### config.mk
export PLATFORM = sky130hd
export DESIGN_NAME = round_robin_schedule_timing
export DESIGN_NICKNAME = d
export VERILOG_FILES = /design/src/design/rrst_pkg.sv /design/src/design/rrst_ctrl.sv /design/src/design/rrst_dp.sv /design/src/design/round_robin_schedule_timing.sv
export SDC_FILE = /design/constraint.sdc
export NUM_CORES = 2
export LEC_CHECK = 0
export CAP_MARGIN = 0
export CORE_MARGIN = 8
export CORE_UTILIZATION = 65
export CTS_BUF_LIST = sky130_fd_sc_hd__clkbuf_2
export DETAILED_ROUTE_END_ITERATION = 8
export DONT_BUFFER_PORTS = 1
export GPL_ROUTABILITY_DRIVEN = 0
export PLACE_DENSITY = 0.92
export RECOVER_POWER = 100
export SLEW_MARGIN = 10
export SYNTH_ARGS = -nofsm -noshare
export SYNTH_HDL_FRONTEND = slang
export SYNTH_SLANG_ARGS = --single-unit
### constraint.sdc
create_clock -name clk -period 9.35 [get_ports clk]
set_input_delay 0.4675 -clock clk [delete_from_list [all_inputs] [get_ports clk]]
set_output_delay 0.4675 -clock clk [all_outputs]
set_load 0.02 [all_outputs]
### src/design/rrst_pkg.sv
package rrst_pkg;

  // field widths of the item and result payloads
  localparam int BURST_W = 16;
  localparam int NUM_W   = 5;
  localparam int WAIT_W  = 20;
  localparam int SUM_W   = 24;
  localparam int Q_W     = 16;
  // internal time base, as wide as the sums
  localparam int TIME_W  = 24;

  // defaults for the top-level parameters
  localparam int MAX_PROCS_DEF  = 16;
  localparam int BURST_BITS_DEF = 16;

  localparam logic [Q_W-1:0] QUANTUM_RST = 16'd4;

  typedef struct packed {
    logic [BURST_W-1:0] burst_length;
    logic               final_process;
  } in_item_t;

  typedef struct packed {
    logic [NUM_W-1:0]   process_number;
    logic [BURST_W-1:0] burst_echo;
    logic [WAIT_W-1:0]  wait_cycles;
    logic [WAIT_W-1:0]  finish_time;
    logic [SUM_W-1:0]   sum_wait;
    logic [SUM_W-1:0]   sum_finish;
    logic               end_of_report;
  } out_item_t;

  typedef enum logic [2:0] {
    ST_LOAD,
    ST_POP,
    ST_FETCH,
    ST_TURN,
    ST_REP_RD,
    ST_REP_OUT
  } state_t;

  // controller -> datapath
  typedef struct packed {
    logic load;
    logic pop;
    logic fetch;
    logic turn;
    logic rep_rd;
    logic rep_out;
  } cmd_t;

  // datapath -> controller
  typedef struct packed {
    logic load_last;
    logic turn_last;
    logic rep_last;
  } stat_t;

endpackage

### src/design/rrst_ctrl.sv
module rrst_ctrl (
  input  logic            clk,
  input  logic            rst_n,
  input  logic            start,
  input  rrst_pkg::stat_t stat,
  output logic            busy,
  output rrst_pkg::cmd_t  cmd
);
  import rrst_pkg::*;

  state_t state_r;
  state_t state_nxt;

  // state register
  always_ff @(posedge clk) begin
    if (!rst_n) begin
      state_r <= ST_LOAD;
    end else begin
      state_r <= state_nxt;
    end
  end

  // next state and commands
  always_comb begin
    state_nxt = state_r;
    cmd       = '0;
    busy      = 1'b1;
    case (state_r)
      ST_LOAD: begin
        busy = 1'b0;
        if (start) begin
          cmd.load = 1'b1;
          if (stat.load_last) begin
            state_nxt = ST_POP;
          end
        end
      end
      ST_POP: begin
        cmd.pop   = 1'b1;
        state_nxt = ST_FETCH;
      end
      ST_FETCH: begin
        cmd.fetch = 1'b1;
        state_nxt = ST_TURN;
      end
      ST_TURN: begin
        cmd.turn  = 1'b1;
        state_nxt = stat.turn_last ? ST_REP_RD : ST_POP;
      end
      ST_REP_RD: begin
        cmd.rep_rd = 1'b1;
        state_nxt  = ST_REP_OUT;
      end
      ST_REP_OUT: begin
        cmd.rep_out = 1'b1;
        state_nxt   = stat.rep_last ? ST_LOAD : ST_REP_RD;
      end
      default: begin
        state_nxt = ST_LOAD;
      end
    endcase
  end

endmodule

### src/design/rrst_dp.sv
module rrst_dp #(
  parameter int MAX_PROCS  = rrst_pkg::MAX_PROCS_DEF,
  parameter int BURST_BITS = rrst_pkg::BURST_BITS_DEF
) (
  input  logic                     clk,
  input  logic                     rst_n,
  input  rrst_pkg::cmd_t           cmd,
  input  rrst_pkg::in_item_t       in_data,
  input  logic                     cfg_we,
  input  logic [rrst_pkg::Q_W-1:0] cfg_data,
  output rrst_pkg::stat_t          stat,
  output logic                     out_valid,
  output rrst_pkg::out_item_t      out_data
);
  import rrst_pkg::*;

  localparam int IW = (MAX_PROCS > 1) ? $clog2(MAX_PROCS) : 1;
  localparam int CW = $clog2(MAX_PROCS + 1);
  localparam int SB = (BURST_BITS < BURST_W) ? BURST_BITS : BURST_W;
  localparam int NW = (CW + 1 > NUM_W) ? CW + 1 : NUM_W;
  localparam logic [IW-1:0] LAST_IDX = IW'(MAX_PROCS - 1);

  // ready queue of process indices and per-process stores
  logic [IW-1:0]     fifo_mem  [MAX_PROCS];
  logic [SB-1:0]     rem_mem   [MAX_PROCS];
  logic [SB-1:0]     burst_mem [MAX_PROCS];
  logic [TIME_W-1:0] fin_mem   [MAX_PROCS];

  logic [Q_W-1:0]    quantum_r;
  logic [CW-1:0]     cnt_r;
  logic [CW-1:0]     done_r;
  logic [IW-1:0]     head_r;
  logic [IW-1:0]     tail_r;
  logic [IW-1:0]     rep_idx_r;
  logic [TIME_W-1:0] elapsed_r;
  logic [SUM_W-1:0]  sum_w_r;
  logic [SUM_W-1:0]  sum_f_r;
  logic              out_valid_r;
  out_item_t         out_r;

  // registered memory read data
  logic [IW-1:0]     fifo_q;
  logic [SB-1:0]     rem_q;
  logic [SB-1:0]     burst_q;
  logic [TIME_W-1:0] fin_q;

  logic [SB-1:0]     burst_in;
  logic [CW-1:0]     cnt_inc;
  logic [CW-1:0]     done_inc;
  logic [Q_W-1:0]    slice;
  logic [Q_W-1:0]    rem_ext;
  logic [Q_W-1:0]    run;
  logic [Q_W-1:0]    rem_left;
  logic              requeue;
  logic [TIME_W-1:0] elapsed_nxt;
  logic [TIME_W-1:0] wait_full;
  logic [NW-1:0]     num_wide;
  logic              fifo_we;
  logic [IW-1:0]     fifo_wa;
  logic [IW-1:0]     fifo_wd;
  logic              rem_we;
  logic [IW-1:0]     rem_wa;
  logic [SB-1:0]     rem_wd;

  // load side
  assign burst_in       = in_data.burst_length[SB-1:0];
  assign cnt_inc        = cnt_r + CW'(1);
  assign stat.load_last = in_data.final_process || (cnt_inc == CW'(MAX_PROCS));

  // one turn: run min(slice, remaining), advance time
  assign slice       = (quantum_r == '0) ? Q_W'(1) : quantum_r;
  assign rem_ext     = Q_W'(rem_q);
  assign run         = (rem_ext < slice) ? rem_ext : slice;
  assign rem_left    = rem_ext - run;
  assign requeue     = (rem_left != '0);
  assign elapsed_nxt = elapsed_r + TIME_W'(run);
  assign done_inc    = done_r + CW'(1);
  assign stat.turn_last = !requeue && (done_inc == cnt_r);

  // report side: waiting is completion minus burst
  assign stat.rep_last = ((CW'(rep_idx_r) + CW'(1)) == cnt_r);
  assign wait_full     = fin_q - TIME_W'(burst_q);
  assign num_wide      = NW'(rep_idx_r) + NW'(1);

  // single write port selects for queue and remaining store
  always_comb begin
    fifo_we = 1'b0;
    fifo_wa = tail_r;
    fifo_wd = fifo_q;
    rem_we  = 1'b0;
    rem_wa  = fifo_q;
    rem_wd  = rem_left[SB-1:0];
    if (cmd.load) begin
      fifo_we = 1'b1;
      fifo_wa = cnt_r[IW-1:0];
      fifo_wd = cnt_r[IW-1:0];
      rem_we  = 1'b1;
      rem_wa  = cnt_r[IW-1:0];
      rem_wd  = burst_in;
    end else if (cmd.turn) begin
      fifo_we = requeue;
      rem_we  = 1'b1;
    end
  end

  // memories
  always_ff @(posedge clk) begin
    if (fifo_we) begin
      fifo_mem[fifo_wa] <= fifo_wd;
    end
    if (rem_we) begin
      rem_mem[rem_wa] <= rem_wd;
    end
    if (cmd.load) begin
      burst_mem[cnt_r[IW-1:0]] <= burst_in;
    end
    if (cmd.turn && !requeue) begin
      fin_mem[fifo_q] <= elapsed_nxt;
    end
    if (cmd.pop) begin
      fifo_q <= fifo_mem[head_r];
    end
    if (cmd.fetch) begin
      rem_q <= rem_mem[fifo_q];
    end
    if (cmd.rep_rd) begin
      burst_q <= burst_mem[rep_idx_r];
      fin_q   <= fin_mem[rep_idx_r];
    end
  end

  // control registers
  always_ff @(posedge clk) begin
    if (!rst_n) begin
      quantum_r   <= QUANTUM_RST;
      cnt_r       <= '0;
      done_r      <= '0;
      head_r      <= '0;
      tail_r      <= '0;
      rep_idx_r   <= '0;
      elapsed_r   <= '0;
      sum_w_r     <= '0;
      sum_f_r     <= '0;
      out_valid_r <= 1'b0;
    end else begin
      out_valid_r <= cmd.rep_out;
      if (cfg_we) begin
        quantum_r <= cfg_data;
      end
      if (cmd.load) begin
        cnt_r <= cnt_inc;
        if (stat.load_last) begin
          // set up the run over all loaded processes
          head_r    <= '0;
          tail_r    <= (cnt_inc == CW'(MAX_PROCS)) ? '0 : cnt_inc[IW-1:0];
          done_r    <= '0;
          elapsed_r <= '0;
          rep_idx_r <= '0;
          sum_w_r   <= '0;
          sum_f_r   <= '0;
        end
      end
      if (cmd.pop) begin
        head_r <= (head_r == LAST_IDX) ? '0 : head_r + IW'(1);
      end
      if (cmd.turn) begin
        elapsed_r <= elapsed_nxt;
        if (requeue) begin
          tail_r <= (tail_r == LAST_IDX) ? '0 : tail_r + IW'(1);
        end else begin
          done_r <= done_inc;
        end
      end
      if (cmd.rep_out) begin
        sum_w_r <= sum_w_r + SUM_W'(wait_full);
        sum_f_r <= sum_f_r + SUM_W'(fin_q);
        if (stat.rep_last) begin
          rep_idx_r <= '0;
          cnt_r     <= '0;
        end else begin
          rep_idx_r <= rep_idx_r + IW'(1);
        end
      end
    end
  end

  // result register
  always_ff @(posedge clk) begin
    if (cmd.rep_out) begin
      out_r.process_number <= num_wide[NUM_W-1:0];
      out_r.burst_echo     <= BURST_W'(burst_q);
      out_r.wait_cycles    <= wait_full[WAIT_W-1:0];
      out_r.finish_time    <= fin_q[WAIT_W-1:0];
      out_r.sum_wait       <= stat.rep_last ? sum_w_r + SUM_W'(wait_full) : '0;
      out_r.sum_finish     <= stat.rep_last ? sum_f_r + SUM_W'(fin_q) : '0;
      out_r.end_of_report  <= stat.rep_last;
    end
  end

  assign out_valid = out_valid_r;
  assign out_data  = out_r;

endmodule

### src/design/round_robin_schedule_timing.sv
// Channel   Ports                              Transfer when
// -------   --------------------------------   -----------------------------
// input     start, busy, in_data               start high and busy low
// result    out_valid, out_data                out_valid high (one cycle)
// config    cfg_valid, cfg_ready, cfg_data     cfg_valid and cfg_ready high
//
// Loading takes one process per cycle; a non-final item gives no results.
// The final item (or the MAX_PROCS-th) starts the run: each round robin turn
// is a queue read, a remaining-store read and an update, and the number
// of turns is the sum over processes of max(1, ceil(burst / quantum)).
// The report then gives its results one by one, each by a burst/finish
// store read and the result register. busy stays high from the final item
// until the last result is shown; the next set may load in that same cycle.
// Reset (rst_n low, synchronous) sets quantum to 4 and empties the set.
// Results cannot be stalled by the receiver.
module round_robin_schedule_timing #(
  parameter int MAX_PROCS  = rrst_pkg::MAX_PROCS_DEF,
  parameter int BURST_BITS = rrst_pkg::BURST_BITS_DEF
) (
  input  logic                     clk,
  input  logic                     rst_n,
  input  logic                     start,
  output logic                     busy,
  input  rrst_pkg::in_item_t       in_data,
  output logic                     out_valid,
  output rrst_pkg::out_item_t      out_data,
  input  logic                     cfg_valid,
  output logic                     cfg_ready,
  input  logic [rrst_pkg::Q_W-1:0] cfg_data
);
  import rrst_pkg::*;

  cmd_t  cmd;
  stat_t stat;
  logic  in_accept;
  logic  cfg_we;

  assign in_accept = start && !busy;
  assign cfg_ready = !busy;
  assign cfg_we    = cfg_valid && cfg_ready;

  rrst_ctrl u_ctrl (
    .clk   (clk),
    .rst_n (rst_n),
    .start (start),
    .stat  (stat),
    .busy  (busy),
    .cmd   (cmd)
  );

  rrst_dp #(
    .MAX_PROCS  (MAX_PROCS),
    .BURST_BITS (BURST_BITS)
  ) u_dp (
    .clk       (clk),
    .rst_n     (rst_n),
    .cmd       (cmd),
    .in_data   (in_data),
    .cfg_we    (cfg_we),
    .cfg_data  (cfg_data),
    .stat      (stat),
    .out_valid (out_valid),
    .out_data  (out_data)
  );

  // the last result of a report leaves the block ready for a new set
  a_eor_idle: assert property (@(posedge clk) disable iff (!rst_n)
    out_valid && out_data.end_of_report |-> !busy)
    else $error("end of report shown while still busy");

  // results before the last one come while loading is blocked
  a_mid_busy: assert property (@(posedge clk) disable iff (!rst_n)
    out_valid && !out_data.end_of_report |-> busy)
    else $error("report result shown while accepting items");

  // a run only starts from an accepted item
  a_busy_rise: assert property (@(posedge clk) disable iff (!rst_n)
    $rose(busy) |-> $past(in_accept))
    else $error("busy rose without an input transfer");

endmodule
==> results.cfg <==
[pwr]
vdd_drop_max_mv = 0.139
powerDensity_mw_per_mm2 = 188
cellLeakagePower_nw = 19.1
power_mw = 10.6

[route]
avgViaCountPerCell = 6.85
drt-total-wl_mm = 136
vias = 31500
final_antenna_net_count = 0
drc = 0
wl_per_cell_um = 29.6
drtPass1Iterations = 9
drt_iter0_drc = 4474

[grt]
antenna_found_initial = 9
grt_first_pass_wirelength_mm = 201
grtUsageTotal = 0.301
grt_max_degree = 84
overflow = 0
first_global_vias = 32400

[floorplanning]
num_rows = 103
coreArea_mm2 = 0.0790
ios = 150
dieArea_mm2 = 0.0890
die_h_um = 298
die_w_um = 298
initial_core_util = 0.656

[synth]
postSynthAreaPerCell_um2 = 17.3
netlist_area_mm2 = 0.0518
synth_enable_flop_cells = 1130
yosysMostFrequentCell = edfxtp_1
synth.top_cell.area_share = 0.655
synthFlopType = edfxtp_1
synth-seq-area-share = 0.699
synth_commonest_cells = edfxtp_1, mux4_2, nor2_1
syn_nets = 3157
synth_top_area_cell = edfxtp_1
synth_top_cells_by_area = edfxtp_1, mux4_2, dfxtp_1, ha_1, nor2_1
yosysWarnings = 0
synth_cell_type_count = 79
synth_seq_cells = 1244
synth_cells = 2999
synthArstFlopShare = 0

[hold_path]
whs_path_depth = 2
hold_path_class = input port to flop

[setup_path]
crit_type = flop to flop
worst-path-stages = 9
crit_slowest_cell = clkbuf_1
arrival_ns = 8.71
cp_common_cell = o21ai_0
path_delay_family = buffers and inverters
cpPeakStageDelay_ns = 2.56
cp.required_ns = 10.71
end_kind = flop
worstRegToRegCells = 9
cp_max_fo = 47
path_cells = clkbuf_1, xnor2_1, nor2_1, nand4_1, buf_4, inv_1, nor3_1, o21ai_0, o21ai_0
cp-start-kind = flop
cp_num_buf_inv = 3

[final_layout]
area_growth_syn_to_layout_pct = 8.86
layoutNonFillerInstCount = 4600
seq_area_mm2 = 0.0362
fin_nets = 3483
fillers = 4436
drive_gt1_frac = 0.226
multi_input_area_mm2 = 0.0147

[timing]
slew_headroom = -2.18
finalSetupTns_ns = 0
fmax_mhz = 136
period_share = 0.786
setup_viol = 0
final.setup_skew_ns = 0.229
rsz0062_at_grt = false
finalHoldViolations = 0
drv_slew = 852
period_needed_ns = 7.35
tightest_slew_ns = 4.77

[clock_network]
ctsLongestPathBuffers = 4
path_clk_slew_ns = 0.13
clkSinkCount = 1244
htree_levels = 5
postCtsSetupBuffers = 0
cts_buffers = 309
clk_latency_ns = 1.51
cts_tree = yes
clockRootBuffer = clkbuf_2

[place]
io_buffers = 0
dp.cells = 3980
place_hpwl_mm = 83.4

[status]
violations = max-capacitance violations, max-slew violations
status = finished with violations

[run]
max_cap_viol_count = 31
sequential cells by signal (all words and copies together) (netlist names), 16 cells and up:
name / cells
u_dp.burst_q: 16
u_dp.rem_mem: 256
u_dp.sum_w_r: 24
u_dp.fin_q: 24
u_dp.fifo_mem: 64
u_dp.quantum_r: 16
u_dp.out_data: 110
u_dp.elapsed_r: 24
u_dp.rem_ext: 16
u_dp.burst_mem: 256
u_dp.sum_f_r: 24
u_dp.fin_mem: 384
logic make-up after synthesis:
kind of cell / Yosys count / share of synthesized area
buffers and inverters: 232 / 0.0173
AND/OR/NAND/NOR: 570 / 0.0520
multiplexers: 305 / 0.131
AO/OA/AOI/OAI: 413 / 0.0516
XOR/XNOR: 114 / 0.0193
flip-flops: 1244 / 0.699
adder cells (fa/ha/maj): 121 / 0.0299
stage by stage:
step	worst slack (ns)	hold slack (ns)	utilization	instance area [µm²]
floorplan	3.87	0.426	-	51800
CTS	2.44	0.0133	0.718	56700
global placement	2.74	0.442	0.673	53200
finish	2.00	0.136	0.714	56400
global route	1.28	0.0553	0.714	56400
detailed placement	2.48	0.451	0.673	53200
cells in the final DEF (no fill, tap or decap), drive strengths merged, types with 11 or more instances in the layout:
cell,count
a211oi,13
a21o,45
a21oi,107
a31oi,24
and2,24
and3,19
buf,13
clkbuf,493
clkinv,70
dfxtp,114
diode,11
dlygate4sd3,84
edfxtp,1130
ha,116
inv,105
mux4,300
nand2,157
nand3,52
nor2,195
nor2b,17
nor3,24
o21a,17
o21ai,109
o21bai,12
or3,14
xnor2,67
xor2,47
final timing paths:
| kind | startpoint | to | slack [ns] |
|---|---|---|---|
| max | u_dp.rep_idx_r[0]$_SDFFE_PN0P_ | u_dp.rep_idx_r[2]$_SDFFE_PN0P_ | 2.00 |
| min reg2reg | u_dp.burst_q[6]$_DFFE_PP_ | u_dp.out_data[95]$_DFFE_PP_ | 0.47 |
| max reg2reg | u_dp.rep_idx_r[0]$_SDFFE_PN0P_ | u_dp.rep_idx_r[2]$_SDFFE_PN0P_ | 2.00 |
| min | rst_n | u_dp.tail_r[2]$_SDFF_PN0_ | 0.14 |
worst reg2reg max path, stage by stage, from the launching register on:
cell	delay [ns]
dfxtp_1	2.45
clkbuf_1	2.62
xnor2_1	0.45
nor2_1	0.24
nand4_1	0.25
buf_4	0.39
inv_1	0.32
nor3_1	0.12
o21ai_0	0.23
o21ai_0	0.13
timing repair:
item                                   in CTS  in global routing
gates resized for setup                     0                  0
hold buffers                               84                  0
endpoints found under the hold margin     647                  0
layout make-up:
| type | instances | area share |
|---|---|---|
| timing repair buffer | 145 | 0.0198 |
| clock buffer | 445 | 0.0395 |
| multi-input combinational | 1523 | 0.260 |
| tap | 1050 | 0.0233 |
| clock inverter | 80 | 0.00794 |
| sequential | 1244 | 0.642 |
| antenna | 11 | 0.000488 |
| inverter | 102 | 0.00681 |
where the power goes:
group	switching (mW)	internal, mW	total [mW]
Combinational	0.518	0.240	0.759
Clock	2.20	1.40	3.60
Sequential	0.0363	6.23	6.26
routing by layer:
metal | share of wire | track usage | vias to the layer above
met5 | 0 | 0 | -
met4 | 0.066 | 0.181 | 0
met3 | 0.12 | 0.0844 | 681
met2 | 0.49 | 0.493 | 2839
met1 | 0.32 | 0.357 | 15300
li1 | - | - | 12700
Note: power is estimated with default switching activity, not from simulation.
